$ cat config.mk
export PLATFORM = sky130hd
export DESIGN_NAME = plmn_candidate_extractor
export DESIGN_NICKNAME = d
export VERILOG_FILES = /design/src/sv/pce_pkg.sv /design/src/sv/pce_parser.sv /design/src/sv/pce_cell.sv /design/src/sv/plmn_candidate_extractor.sv
export VERILOG_INCLUDE_DIRS = /design/src /design/src/sv
export SDC_FILE = /design/constraint.sdc
export NUM_CORES = 1
export LEC_CHECK = 0
export ABC_AREA = 1
export BUFFER_PORTS_ARGS = -buffer_cell sky130_fd_sc_hd__buf_2
export CORE_MARGIN = 2
export CORE_UTILIZATION = 47
export CTS_BUF_LIST = sky130_fd_sc_hd__clkbuf_4
export DETAILED_ROUTE_END_ITERATION = 16
export PLACE_DENSITY = 0.6
export SETUP_SLACK_MARGIN = 0.2
export SYNTH_ARGS = -nofsm -noshare
export SYNTH_HDL_FRONTEND = slang
export SYNTH_SLANG_ARGS = --single-unit
$ cat constraint.sdc
create_clock -name clk -period 12.26 [get_ports clk]
set_clock_uncertainty 0.2 [all_clocks]
set_input_delay 2.452 -clock clk [delete_from_list [all_inputs] [get_ports clk]]
set_output_delay 2.452 -clock clk [all_outputs]
set_load 0.01 [all_outputs]
$ cat src/sv/assert_macros.svh
// Assertion macros shared by the RTL of the candidate extractor.
// Defining ASSERT_OFF leaves every macro empty.
`ifndef ASSERT_MACROS_SVH
`define ASSERT_MACROS_SVH

`ifndef ASSERT_OFF

// The consequent must hold whenever the antecedent holds.
`define ASSERT_IMPLIES(label, clk, rst_n, ante, cons) \
	label: assert property (@(posedge clk) disable iff (!rst_n) (ante) |-> cons) \
		else $error("implication check failed");

// The expression must never be true.
`define ASSERT_NEVER(label, clk, rst_n, expr) \
	label: assert property (@(posedge clk) disable iff (!rst_n) !(expr)) \
		else $error("forbidden condition seen");

`else

`define ASSERT_IMPLIES(label, clk, rst_n, ante, cons)
`define ASSERT_NEVER(label, clk, rst_n, expr)

`endif

`endif

$ cat src/sv/pce_pkg.sv
// Shared constants, types and helper functions of the candidate extractor.
// No dependencies; every other RTL file imports this package.
package pce_pkg;

	// Storage depth of the candidate row and the width of the fill count.
	localparam int MAX_CANDIDATES = 8;
	localparam int CNT_W = $clog2(MAX_CANDIDATES + 1);
	// Width used when comparing the count against the 4-bit capacity register.
	localparam int CMP_W = (CNT_W > 4) ? CNT_W : 4;

	// Capacity register after reset.
	localparam logic [3:0] CAP_RESET = 4'd8;

	// Characters the parser looks for.
	localparam logic [7:0] CHAR_QUOTE = 8'h22;
	localparam logic [7:0] CHAR_PLUS = 8'h2B;
	localparam logic [2:0] MARKER_LEN = 3'd6;

	// Token lengths that form a network code, and the saturation point.
	localparam logic [2:0] LEN_FIVE = 3'd5;
	localparam logic [2:0] LEN_SIX = 3'd6;
	localparam logic [2:0] LEN_MAX = 3'd7;

	// Result kinds.
	localparam logic KIND_CAND = 1'b0;
	localparam logic KIND_SUMMARY = 1'b1;

	// One stored candidate code.
	typedef struct packed {
		logic        six;
		logic [23:0] bcd;
	} pce_entry_t;

	// A token that closed this cycle and qualifies as a network code.
	typedef struct packed {
		logic       valid;
		pce_entry_t entry;
	} pce_token_t;

	// Character expected at each position of the "+COPS:" marker.
	function automatic logic [7:0] marker_char(input logic [2:0] pos);
		logic [7:0] ch;
		case (pos)
			3'd0: ch = 8'h2B;
			3'd1: ch = 8'h43;
			3'd2: ch = 8'h4F;
			3'd3: ch = 8'h50;
			3'd4: ch = 8'h53;
			3'd5: ch = 8'h3A;
			default: ch = 8'h00;
		endcase
		return ch;
	endfunction

	// True for the ASCII characters '0' to '9'.
	function automatic logic is_digit(input logic [7:0] ch);
		return (ch >= 8'h30) && (ch <= 8'h39);
	endfunction

endpackage

$ cat src/sv/pce_parser.sv
// Byte parser of the candidate extractor: marker search, quote pairing and
// token accumulation into packed BCD. Depends on pce_pkg.
module pce_parser import pce_pkg::*; (
	input  logic       clk,
	input  logic       arst_n,
	input  logic       accept,
	input  logic [7:0] text_byte,
	input  logic       end_of_text,
	output pce_token_t token
);

	logic [2:0]  mark_q, mark_d;
	logic        quote_q, quote_d;
	logic [2:0]  len_q, len_d;
	logic        digits_q, digits_d;
	logic [23:0] bcd_q, bcd_d;
	logic        mark_done;
	logic        is_quote;

	assign mark_done = (mark_q == MARKER_LEN);
	assign is_quote = (text_byte == CHAR_QUOTE);

	// A closing quote on a token of five or six digits reports a code.
	always_comb begin
		token.valid = mark_done && is_quote && quote_q && digits_q &&
			((len_q == LEN_FIVE) || (len_q == LEN_SIX));
		token.entry.six = (len_q == LEN_SIX);
		token.entry.bcd = bcd_q;
	end

	// Next state for one accepted byte.
	always_comb begin
		mark_d = mark_q;
		quote_d = quote_q;
		len_d = len_q;
		digits_d = digits_q;
		bcd_d = bcd_q;
		if (!mark_done) begin
			if (text_byte == marker_char(mark_q)) begin
				mark_d = mark_q + 3'd1;
			end else begin
				mark_d = (text_byte == CHAR_PLUS) ? 3'd1 : 3'd0;
			end
		end else if (is_quote) begin
			if (!quote_q) begin
				quote_d = 1'b1;
				len_d = 3'd0;
				digits_d = 1'b1;
				bcd_d = '0;
			end else begin
				quote_d = 1'b0;
			end
		end else if (quote_q) begin
			if (is_digit(text_byte)) begin
				// The first digit lands in the top nibble.
				for (int k = 0; k < 6; k++) begin
					if (len_q == 3'(k)) begin
						bcd_d[4 * (5 - k) +: 4] = text_byte[3:0];
					end
				end
			end else begin
				digits_d = 1'b0;
			end
			if (len_q != LEN_MAX) begin
				len_d = len_q + 3'd1;
			end
		end
		// The last byte of a response returns the parser to its initial state.
		if (end_of_text) begin
			mark_d = 3'd0;
			quote_d = 1'b0;
			len_d = 3'd0;
			digits_d = 1'b1;
			bcd_d = '0;
		end
	end

	// Parser state registers.
	always_ff @(posedge clk or negedge arst_n) begin
		if (!arst_n) begin
			mark_q <= 3'd0;
			quote_q <= 1'b0;
			len_q <= 3'd0;
			digits_q <= 1'b1;
			bcd_q <= '0;
		end else if (accept) begin
			mark_q <= mark_d;
			quote_q <= quote_d;
			len_q <= len_d;
			digits_q <= digits_d;
			bcd_q <= bcd_d;
		end
	end

endmodule

$ cat src/sv/pce_cell.sv
// One storage cell of the candidate row: holds a code, shifts it to the
// next cell on a store and adds its own match to the hit chain. Depends on pce_pkg.
module pce_cell import pce_pkg::*; (
	input  logic             clk,
	input  logic             shift_en,
	input  pce_entry_t       entry_in,
	input  pce_entry_t       probe,
	input  logic [CNT_W-1:0] cell_index,
	input  logic [CNT_W-1:0] count,
	input  logic             hit_in,
	output pce_entry_t       entry_out,
	output logic             hit_out
);

	pce_entry_t entry_q;
	logic       occupied;

	// Cell zero holds the newest code, so only the first count cells are live.
	assign occupied = (cell_index < count);

	// Hit chain across the row.
	assign hit_out = hit_in || (occupied && (entry_q == probe));
	assign entry_out = entry_q;

	// Shift register stage.
	always_ff @(posedge clk) begin
		if (shift_en) begin
			entry_q <= entry_in;
		end
	end

endmodule

$ cat src/sv/plmn_candidate_extractor.sv
// Top level of the network code candidate extractor: parser, candidate row
// and output register. Depends on pce_pkg, pce_parser, pce_cell and assert_macros.svh.
`include "assert_macros.svh"

// Takes one response byte per cycle and registers its result as the byte
// is accepted. A closed code is checked against every held code along the row of
// storage cells in the cycle it arrives, and a new code shifts into the row head.
// The output register holds one result; when a byte produces both a candidate and
// the end summary, the next byte waits while the summary goes out.
// Otherwise a byte is taken every cycle as long as the output side does not stall.
// The capacity write port is always ready and should be used between responses.
module plmn_candidate_extractor import pce_pkg::*; (
	input  logic        clk,
	input  logic        arst_n,
	input  logic        cfg_valid,
	output logic        cfg_ready,
	input  logic [3:0]  cfg_data,
	input  logic        in_valid,
	output logic        in_stall,
	input  logic [7:0]  text_byte,
	input  logic        end_of_text,
	output logic        out_valid,
	input  logic        out_stall,
	output logic        kind,
	output logic [2:0]  slot,
	output logic [23:0] code_bcd,
	output logic [2:0]  code_digits,
	output logic [3:0]  total,
	output logic        last
);

	logic [3:0]       capacity_q;
	logic [CNT_W-1:0] count_q;
	logic [CNT_W-1:0] count_next;
	logic             in_accept;
	logic             out_take;
	logic             pend_q;
	logic [3:0]       pend_total_q;
	logic             out_valid_q;
	pce_token_t       token;
	pce_entry_t       entry_link [0:MAX_CANDIDATES];
	logic             hit_link [0:MAX_CANDIDATES];
	logic             room;
	logic             store;

	// Configuration register.
	assign cfg_ready = 1'b1;
	always_ff @(posedge clk or negedge arst_n) begin
		if (!arst_n) begin
			capacity_q <= CAP_RESET;
		end else if (cfg_valid) begin
			capacity_q <= cfg_data;
		end
	end

	// A byte is taken unless the output register cannot drain in time.
	assign in_stall = out_valid_q && (out_stall || pend_q);
	assign in_accept = in_valid && !in_stall;
	assign out_take = out_valid_q && !out_stall;
	assign out_valid = out_valid_q;

	pce_parser u_parser (
		.clk         (clk),
		.arst_n      (arst_n),
		.accept      (in_accept),
		.text_byte   (text_byte),
		.end_of_text (end_of_text),
		.token       (token)
	);

	// Candidate row; cell zero takes the incoming code.
	assign entry_link[0] = token.entry;
	assign hit_link[0] = 1'b0;
	for (genvar i = 0; i < MAX_CANDIDATES; i++) begin : g_cell
		pce_cell u_cell (
			.clk        (clk),
			.shift_en   (store),
			.entry_in   (entry_link[i]),
			.probe      (token.entry),
			.cell_index (CNT_W'(i)),
			.count      (count_q),
			.hit_in     (hit_link[i]),
			.entry_out  (entry_link[i + 1]),
			.hit_out    (hit_link[i + 1])
		);
	end

	// Store a qualifying code not already held while below both the capacity and the row depth.
	assign room = (CMP_W'(count_q) < CMP_W'(capacity_q)) &&
		(CMP_W'(count_q) < CMP_W'(MAX_CANDIDATES));
	assign store = in_accept && token.valid && room && !hit_link[MAX_CANDIDATES];
	assign count_next = store ? count_q + CNT_W'(1) : count_q;

	// Fill count, cleared by the last byte of a response.
	always_ff @(posedge clk or negedge arst_n) begin
		if (!arst_n) begin
			count_q <= '0;
		end else if (in_accept) begin
			count_q <= end_of_text ? '0 : count_next;
		end
	end

	// Output register with one pending summary behind a candidate.
	always_ff @(posedge clk or negedge arst_n) begin
		if (!arst_n) begin
			out_valid_q <= 1'b0;
			pend_q <= 1'b0;
		end else if (in_accept && (store || end_of_text)) begin
			out_valid_q <= 1'b1;
			pend_q <= store && end_of_text;
		end else if (out_take) begin
			out_valid_q <= pend_q;
			pend_q <= 1'b0;
		end
	end

	// Result payload.
	always_ff @(posedge clk) begin
		if (out_take && pend_q) begin
			kind <= KIND_SUMMARY;
			slot <= 3'd0;
			code_bcd <= '0;
			code_digits <= 3'd0;
			total <= pend_total_q;
			last <= 1'b1;
		end
		if (in_accept && store) begin
			kind <= KIND_CAND;
			slot <= 3'(count_q);
			code_bcd <= token.entry.bcd;
			code_digits <= token.entry.six ? LEN_SIX : LEN_FIVE;
			total <= 4'(count_next);
			last <= !end_of_text;
			pend_total_q <= 4'(count_next);
		end else if (in_accept && end_of_text) begin
			kind <= KIND_SUMMARY;
			slot <= 3'd0;
			code_bcd <= '0;
			code_digits <= 3'd0;
			total <= 4'(count_q);
			last <= 1'b1;
		end
	end

	`ASSERT_IMPLIES(a_pend_has_head, clk, arst_n, pend_q, (out_valid_q && kind == KIND_CAND))
	`ASSERT_NEVER(a_count_bound, clk, arst_n, (CMP_W'(count_q) > CMP_W'(MAX_CANDIDATES)))
	`ASSERT_IMPLIES(a_end_clears, clk, arst_n, (in_accept && end_of_text), ##1 (count_q == '0))
	`ASSERT_IMPLIES(a_pend_blocks, clk, arst_n, pend_q, in_stall)

endmodule
==> impl_metrics.yaml, run 1 <==
run_status:
  status: "complete, no violations"
floorplan:
  dieArea_um2: 29900
  num_io_pins: 57
  rows: 61
  die_w_um: 173
  die_y_um: 173
  start_util_pct: 48.0
  core_um2: 27900
setup_path:
  cp.arrival_ns: 5.80
  critical-path-slowest-cell: "buf_4"
  startpoint_type: "input pin"
  reg2reg_depth: 16
  critPathMaxFanout: 79
  slowest_delay_ns: 0.84
  critPathKind: "in -> reg"
  required_ns: 12.35
  worstPathCellList: "buf_2 > o21ai_0 > nand2_1 > nor4_4 > nand3_4 > clkinv_4 > buf_4"
  cp-end-kind: "register"
hold_path:
  min_path_type: "reg -> reg"
  whs_path_depth: 0
power_and_ir_drop:
  vdd.ir_drop.worst_v: 0.0000949
  power_mw: 2.33
  p_per_area_nw_per_um2: 156
  p_seq_share_pct: 49.4
  switching_power_mw: 0.677
  p_comb_share_pct: 13.0
  power.leakage_nw: 6.32
  p_clk_share_pct: 37.6
  switching_share_pct: 29.1
  p_int_mw: 1.65
synth:
  synth_top_cell_by_area: "edfxtp_1"
  ys_ff_latch: 282
  avgSynthCellArea_um2: 9.99
  synth_cell_types: 46
  netlist_instances: 1342
  ys_seq_area_share_pct: 61.6
  yosysWarnings: 0
  post-synth-top-count-cell: "nand2_1"
  netlist.area_leader.share_pct: 53.5
  yosys-top-cells-count: "448 x nand2_1, 239 x edfxtp_1, 162 x inv_1, 116 x nor2_1, 76 x xnor2_1"
  synth-edff-count: 239
  synth.cell_area_um2: 13400
  synthArstFlopShare_pct: 14.9
  yosys-top-cells-area: "edfxtp_1 54%, nand2_1 13%, dfrtp_1 7.5%"
  ys.flop_type: "edfxtp_1"
  synth_nets: 1376
clocking:
  cts_resized: 0
  cts_tree: "done"
  cts_buffers: 80
  cts_max_level: 3
  postCtsSetupBuffers: 0
  clock_sinks: 282
  clk_latency_ns: 0.72
  cts_hold_buf: 0
  root_buffer: "clkbuf_4"
  path_clk_slew_ns: 0.07
  clk_path_buf_depth: 3
global_route:
  grt_pass1_vias: 8792
  antenna_found_initial: 1
  grt_pass1_wl_mm: 46.6
  grt_overflow_total: 0
  grt.total_usage_pct: 20.1
  grt_max_degree: 80
detailed_routing:
  dr.pass1.iters: 4
  first_iter_violations: 619
  vias: 9192
  wl_per_cell_um: 15.7
  routed_wl_mm: 29.8
  ant_nets: 0
  drt-vias-per-instance: 4.86
  drcViolationCount: 0
timing:
  finalSetupTns_ns: 0
  period_share_pct: 46.6
  worst_slew_margin_rel_pct: 26.5
  period_needed_ns: 5.71
  tightest_slew_ns: 1.10
  rsz0062_at_grt: "false"
  fmax_mhz: 175
  maxSlewViolCount: 0
  setup_viol: 0
  hold_violations: 0
final_layout:
  drive_above_1_share_pct: 17.3
  syn2layout_area_growth_pct: 11.7
  finalNetCount: 1485
  fillers: 2558
placement:
  dp_hpwl_mm: 20.6
  gp_congestion: 0.854
  io_buffers: 55
run:
  max_cap_violations: 0
-- power groups by stage --
| stage | combinational [mW] | clock [mW] | sequential, mW |
|---|---|---|---|
| detailed placement | 0.307 | 0 | 1.17 |
| CTS | 0.309 | 0.903 | 1.15 |
| floorplan | 0.296 | 0 | 1.10 |
| global route | 0.349 | 0.958 | 1.16 |
| global placement | 0.302 | 0 | 1.17 |
| finish | 0.304 | 0.876 | 1.15 |
-- layout make-up --
type / count / area (um2) / share of cell area (%)
well taps: 378 / 473 / 3.16
inverters: 174 / 663 / 4.43
clock inverters: 18 / 98.8 / 0.660
flip-flops and latches: 282 / 8250 / 55.1
clock buffers: 126 / 946 / 6.32
repair buffers: 57 / 290 / 1.94
multi-input cells: 856 / 4250 / 28.4
diodes: 1 / 2.50 / 0.0167
-- path summary, 6_finish.rpt --
check	start	end	slack, ns
setup / recovery	out_stall	g_cell[5].u_cell.entry_out[18]	6.55
hold / removal	g_cell[6].u_cell.entry_out[3]	g_cell[7].u_cell.entry_out[3]	0.24
setup reg to reg	u_parser.len_q[0]	g_cell[5].u_cell.entry_out[18]	7.36
hold reg to reg	g_cell[6].u_cell.entry_out[3]	g_cell[7].u_cell.entry_out[3]	0.24
max in group asynchronous	arst_n	u_parser.bcd_q[0]	9.38
min in group asynchronous	arst_n	pend_q	1.76
-- cell usage in the layout, fill, tap and decap left out, types with 2 or more instances in the layout --
cell type  count
nor4_1         2
nand4_1       12
buf_4          2
a21boi_0       2
clkinv_2       2
clkbuf_4     126
o21ai_0       28
inv_2         10
o21ai_2        2
o21ai_1       26
nor2_4         2
a21oi_1        7
clkinv_1      10
inv_1        161
nand3_1       32
or2_2          7
or2_1          4
nor3_1         4
nor2_1       116
buf_2         55
ha_1          16
clkinv_4       5
nand2_1      447
inv_4          2
dfrtp_1       40
xnor2_1       76
xor2_1        18
nand2_2        7
dfstp_2        2
a31oi_1        2
edfxtp_1     239
nor2_2        28
nand3_2        4
-- worst max-delay path: cells and delay by family --
kind,cells,cell delay [ns]
and+or+nand+nor,3,1.37
AOI/OAI and AO/OA,1,0.29
buffers and inverters,3,1.54
-- per-stage QoR --
stage,setup slack (ns),hold WS (ns),instance area (um2),std cells,util (%)
6_report,6.55,0.238,15000,1892,53.6
5_1_grt,6.23,0.260,15000,1892,53.6
4_1_cts,6.54,0.231,15000,1891,53.6
3_5_place_dp,5.81,0.233,13900,1747,49.8
3_3_place_gp,5.89,0.236,13900,1747,49.8
2_1_floorplan,3.95,0.226,13400,1342,-
-- cells by family (layout without fill, tap and decap cells) --
| family | Yosys count | in the layout | synth area share, % |
|---|---|---|---|
| and+or+nand+nor | 672 | 672 | 21.0 |
| AOI/OAI and AO/OA | 72 | 72 | 2.95 |
| buffers and inverters | 204 | 375 | 6.79 |
| xor gates and xnor gates | 94 | 94 | 6.14 |
| DFF | 282 | 282 | 61.6 |
| muxes | 1 | 1 | 0.0840 |
| other | 1 | 2 | 0.0280 |
| adders and majority gates | 16 | 16 | 1.49 |
-- registers in the layout, indices dropped and copies added, names as in the netlist --
| name | flops |
|---|---|
| capacity_q | 4 |
| total | 4 |
| u_parser.quote_q | 1 |
| code_bcd | 24 |
| code_digits | 3 |
| u_parser.len_q | 3 |
| out_valid | 1 |
| last | 1 |
| u_parser.mark_q | 3 |
| u_parser.digits_q | 1 |
| pend_total_q | 4 |
| slot | 3 |
| pend_q | 1 |
| g_cell.u_cell.entry_out | 200 |
| kind | 1 |
| count_q | 4 |
| u_parser.bcd_q | 24 |
-- metal layers --
layer | vias to the layer above | global-route usage [%] | wire [um]
met1 | 4300 | 26.8 | 13400
met5 | - | 0 | 0
met4 | 0 | 9.53 | 1090
met3 | 75 | 4.40 | 1560
met2 | 257 | 31.6 | 13700
li1 | 4560 | - | -
No activity file was read; power rests on OpenSTA's default activity.
==> inputs of run 2 (changes only) <==
==> constraint.sdc (replaced) <==
create_clock -name clk -period 5.34 [get_ports clk]
set_clock_uncertainty 0.2 [all_clocks]
set_input_delay 1.068 -clock clk [delete_from_list [all_inputs] [get_ports clk]]
set_output_delay 1.068 -clock clk [all_outputs]
set_load 0.01 [all_outputs]
==> run 2 against run 1 <==
Against the previous run:
- register-to-register slack lost 6.1 ns
- sequential cell count is the same
- critical path depth grew 8
- via count shrank 1.4%
- hold slack gained 0.018 ns
==> impl_metrics.yaml, run 2 (synthesized netlist as in run 1, its figures left out) <==
timing:
  fmax_mhz: 248
  finalSetupTns_ns: 0
  setup_viol: 0
  hold_violations: 0
  maxSlewViolCount: 0
  period_share_pct: 75.6
  period_needed_ns: 4.04
  tightest_slew_ns: 0.997
  rsz0062_at_grt: "false"
  worst_slew_margin_rel_pct: 33.3
  holdWs_ns: 0.255
placement:
  dp_hpwl_mm: 21.2
  io_buffers: 55
  gp_congestion: 0.802
floorplan:
  die_w_um: 173
  core_um2: 27900
  dieArea_um2: 29900
  rows: 61
  num_io_pins: 57
  die_y_um: 173
  start_util_pct: 48.0
clocking:
  cts_max_level: 3
  clk_latency_ns: 0.71
  clock_sinks: 282
  root_buffer: "clkbuf_4"
  cts_tree: "done"
  cts_buffers: 77
  postCtsSetupBuffers: 0
  cts_resized: 0
  cts_hold_buf: 0
  clk_path_buf_depth: 3
  path_clk_slew_ns: 0.07
global_route:
  grt_pass1_wl_mm: 47.8
  grt.total_usage_pct: 20.7
  antenna_found_initial: 2
  grt_pass1_vias: 8724
  grt_max_degree: 97
  grt_overflow_total: 0
power_and_ir_drop:
  switching_power_mw: 1.55
  p_comb_share_pct: 12.9
  p_seq_share_pct: 48.7
  power.leakage_nw: 6.31
  vdd.ir_drop.worst_v: 0.000222
  p_int_mw: 3.86
  switching_share_pct: 28.7
  p_per_area_nw_per_um2: 360
  p_clk_share_pct: 38.4
final_layout:
  finalNetCount: 1485
  syn2layout_area_growth_pct: 12.2
  mostFrequentLayoutCell: "nand2_1"
  final_util_pct: 53.9
  most-common-layout-cells: "445 x nand2_1, 239 x edfxtp_1, 159 x inv_1"
  largest_reg_flops: 200
  drive_above_1_share_pct: 16.8
detailed_routing:
  vias: 9059
  drcViolationCount: 0
  drt-vias-per-instance: 4.80
  routed_wl_mm: 30.6
  ant_nets: 0
  first_iter_violations: 800
  wl_per_cell_um: 16.2
  dr.pass1.iters: 7
setup_path:
  cp-end-kind: "register"
  startpoint_type: "register"
  critPathKind: "reg -> reg"
  required_ns: 5.49
  critPathMaxFanout: 96
  cp.arrival_ns: 4.19
hold_path:
  min_path_type: "reg -> reg"
run:
  max_cap_violations: 0
run_status:
  status: "complete, no violations"
-- run 2: cell count changes in the layout (fill, tap and decap cells not counted), sizes merged --
| cell | before | now |
|---|---|---|
| clkbuf | 126 | 109 |
| clkinv | 17 | 22 |
| bufinv | 0 | 4 |
| buf | 57 | 60 |
| clkinvlp | 1 | 3 |
| diode | 1 | 2 |
| inv | 174 | 173 |
-- run 2: area by class of cell --
cell class              instances  area [um2]
clock buffers                 109         818
multi-input cells             856        4260
clock inverters                28         221
diodes                          2        5.00
repair buffers                 60         350
fillers                      2567       12900
inverters                     174         662
flip-flops and latches        282        8250
well taps                     378         473
-- run 2: per-layer routing --
layer	share of wire, %	track usage, %
met3	5.0	4.44
met4	2.5	7.80
met1	47	29.0
met2	46	31.8
met5	0	0
-- run 2: power groups by stage --
stage	Sequential (mW)	Combinational [mW]	Clock, mW
after floorplan	2.53	0.684	0
after CTS	2.63	0.708	2.13
after global routing	2.65	0.800	2.25
final	2.63	0.700	2.08
after global placement	2.68	0.698	0
after detailed placement	2.68	0.704	0
-- run 2: final timing paths --
check / endpoint / slack (ns) / from / cells past startpoint
min: g_cell[1].u_cell.entry_out[17] / 0.26 / g_cell[0].u_cell.entry_out[17] / 0
max: g_cell[2].u_cell.entry_out[23] / 1.30 / u_parser.bcd_q[13] / 15
max in group asynchronous: u_parser.bcd_q[22] / 4.19 / arst_n / 2
min in group asynchronous: u_parser.mark_q[2] / 0.28 / arst_n / 2
min reg2reg: g_cell[1].u_cell.entry_out[17] / 0.26 / g_cell[0].u_cell.entry_out[17] / 0
max reg2reg: g_cell[2].u_cell.entry_out[23] / 1.30 / u_parser.bcd_q[13] / 15
-- run 2: worst max-delay path, stage by stage (launching register included) --
cell,delay [ns]
dfrtp_1,0.66
inv_1,0.22
nand2_1,0.10
nand2_1,0.05
nor2_1,0.15
nand2_1,0.11
nor2_1,0.21
nand2_1,0.15
nor2_1,0.16
nor2_1,0.07
nand3_2,0.08
nand2_4,0.09
nand3_4,0.09
buf_4,0.56
clkinvlp_4,0.37
buf_12,0.32
-- run 2: stage by stage --
step | power [mW] | cell area, um2 | instances | setup slack [ns]
after CTS | 5.48 | 15000 | 1887 | 1.32
after detailed placement | 3.39 | 14000 | 1750 | 1.38
after global routing | 5.70 | 15000 | 1889 | 1.07
after global placement | 3.38 | 14000 | 1750 | 1.42
after floorplan | 3.21 | 13400 | 1342 | 0.0687
final | 5.41 | 15000 | 1889 | 1.30
==> inputs of run 3 (changes only) <==
==> constraint.sdc (replaced) <==
create_clock -name clk -period 3.85 [get_ports clk]
set_clock_uncertainty 0.2 [all_clocks]
set_input_delay 0.77 -clock clk [delete_from_list [all_inputs] [get_ports clk]]
set_output_delay 0.77 -clock clk [all_outputs]
set_load 0.01 [all_outputs]
==> run 3 against run 2 <==
Against the previous run:
- via count up 1.0%
- final area rose by 0.21%
- clock-buffer cell count rose by 14
- register-to-register slack worse by 0.89 ns
- fmax increased by 17%
- highest routed layer unchanged
- sequential share of layout area fell by 0.11 points
- worst setup slack lost 0.89 ns
- hold slack lost 0.12 ns
- sequential cell count did not move
- critical path depth rose by 1
- non-clock buffer count grew 16
- die area stayed put
==> impl_metrics.yaml, run 3 (synthesized netlist as in run 1, its figures left out) <==
run_status:
  status: "complete, no violations"
power_and_ir_drop:
  power_mw: 7.36
  power.leakage_nw: 6.38
  p_per_area_nw_per_um2: 488
  vdd.ir_drop.worst_v: 0.000226
timing:
  maxSlewViolCount: 0
  hold_violations: 0
  tightest_slew_ns: 1.01
  worst_slew_margin_rel_pct: 32.5
  rsz0062_at_grt: "false"
  period_needed_ns: 3.44
  finalSetupTns_ns: 0
  fmax_mhz: 291
  period_share_pct: 89.3
  setup_viol: 0
detailed_routing:
  routed_wl_mm: 29.7
  ant_nets: 0
  dr.pass1.iters: 5
  drt-vias-per-instance: 4.81
  wl_per_cell_um: 15.6
  first_iter_violations: 805
  drcViolationCount: 0
  vias: 9154
clocking:
  cts_buffers: 77
  path_clk_slew_ns: 0.06
  clk_latency_ns: 0.66
  root_buffer: "clkbuf_4"
  clock_sinks: 282
  clk_path_buf_depth: 3
  cts_tree: "done"
  postCtsSetupBuffers: 0
  cts_max_level: 3
floorplan:
  die_y_um: 173
  start_util_pct: 48.0
  core_um2: 27900
  die_w_um: 173
  rows: 61
  dieArea_um2: 29900
  num_io_pins: 57
final_layout:
  mostFrequentLayoutCell: "nand2_1"
  finalNetCount: 1501
  most-common-layout-cells: "446 x nand2_1, 239 x edfxtp_1, 159 x inv_1"
  syn2layout_area_growth_pct: 12.5
  drive_above_1_share_pct: 18.1
  largest_reg_flops: 200
  final_area_um2: 15100
  final_util_pct: 54.0
setup_path:
  required_ns: 3.91
  startpoint_type: "register"
  cp-end-kind: "register"
  cp.arrival_ns: 3.50
  critPathKind: "reg -> reg"
  critPathMaxFanout: 200
global_route:
  antenna_found_initial: 1
  grt_overflow_total: 0
  grt_pass1_wl_mm: 47.3
  grt_max_degree: 201
  grt_pass1_vias: 8890
  grt.total_usage_pct: 20.2
placement:
  gp_congestion: 0.835
  dp_hpwl_mm: 20.4
  placed_cell_area_um2: 14100
  io_buffers: 55
run:
  max_cap_violations: 0
hold_path:
  min_path_type: "in -> reg"
[run 3: path summary, 6_finish.rpt]
path                                                     from                              to  slack [ns]  depth (start not counted)
min in group asynchronous                              arst_n                      count_q[3]        0.53                          2
worst min register to register  g_cell[3].u_cell.entry_out[1]   g_cell[4].u_cell.entry_out[1]        0.25                          0
max in group asynchronous                              arst_n              u_parser.bcd_q[11]        2.17                          3
worst min-delay path                              cfg_data[3]                   capacity_q[3]        0.13                          3
worst max-delay path                        u_parser.len_q[0]  g_cell[2].u_cell.entry_out[11]        0.41                         16
worst max register to register              u_parser.len_q[0]  g_cell[2].u_cell.entry_out[11]        0.41                         16
[run 3: metal layers]
| layer | up-vias | share of wire, % | global-route usage, % | wire length [um] |
|---|---|---|---|---|
| met3 | 57 | 5.4 | 4.05 | 1600 |
| met1 | 4298 | 47 | 28.9 | 14000 |
| met4 | 0 | 2.6 | 7.94 | 758 |
| met2 | 223 | 45 | 30.6 | 13400 |
| li1 | 4576 | - | - | - |
| met5 | - | 0 | 0 | 0 |
[run 3: critical path, cell delays in order (launching register included)]
cell	delay, ns
dfrtp_1	0.39
inv_2	0.08
ha_4	0.18
nand2_2	0.22
inv_2	0.11
nand2_1	0.07
nand2_1	0.08
nand3_1	0.07
nor2_1	0.06
nand2_1	0.13
nor2_1	0.06
nor2_2	0.14
nand3_2	0.12
nand2_4	0.13
nand3_4	0.10
clkinvlp_4	0.11
buf_16	0.67
[run 3: per-stage QoR]
step | hold slack (ns) | worst slack (ns) | instances
CTS | 0.0631 | 0.366 | 1901
finish | 0.133 | 0.410 | 1902
global route | 0.102 | 0.217 | 1902
global placement | 0.236 | 0.451 | 1765
detailed placement | 0.238 | 0.384 | 1765
floorplan | 0.226 | -1.42 | 1342
[run 3: where the power goes]
| part | leakage, nW | total (mW) | internal [mW] | switching (mW) |
|---|---|---|---|---|
| clock network | 0.592 | 2.67 | 1.44 | 1.23 |
| registers | 2.71 | 3.58 | 3.39 | 0.187 |
| logic | 3.08 | 1.11 | 0.430 | 0.684 |
| total | 6.38 | 7.36 | 5.26 | 2.10 |
[run 3: timing repair]
item | CTS | global route
gates resized for setup | 0 | 1
hold endpoints to repair | 27 | 0
endpoints found under the setup margin | 0 | 155
hold buffers | 1 | 0
[run 3: final cells by class]
cell class | count | area [um2]
well taps | 378 | 473
clock buffers | 123 | 923
inverters | 174 | 662
repair buffers | 76 | 455
multi-input cells | 856 | 4260
clock inverters | 12 | 47.5
fillers | 2569 | 12900
flip-flops and latches | 282 | 8250
diodes | 1 | 2.50
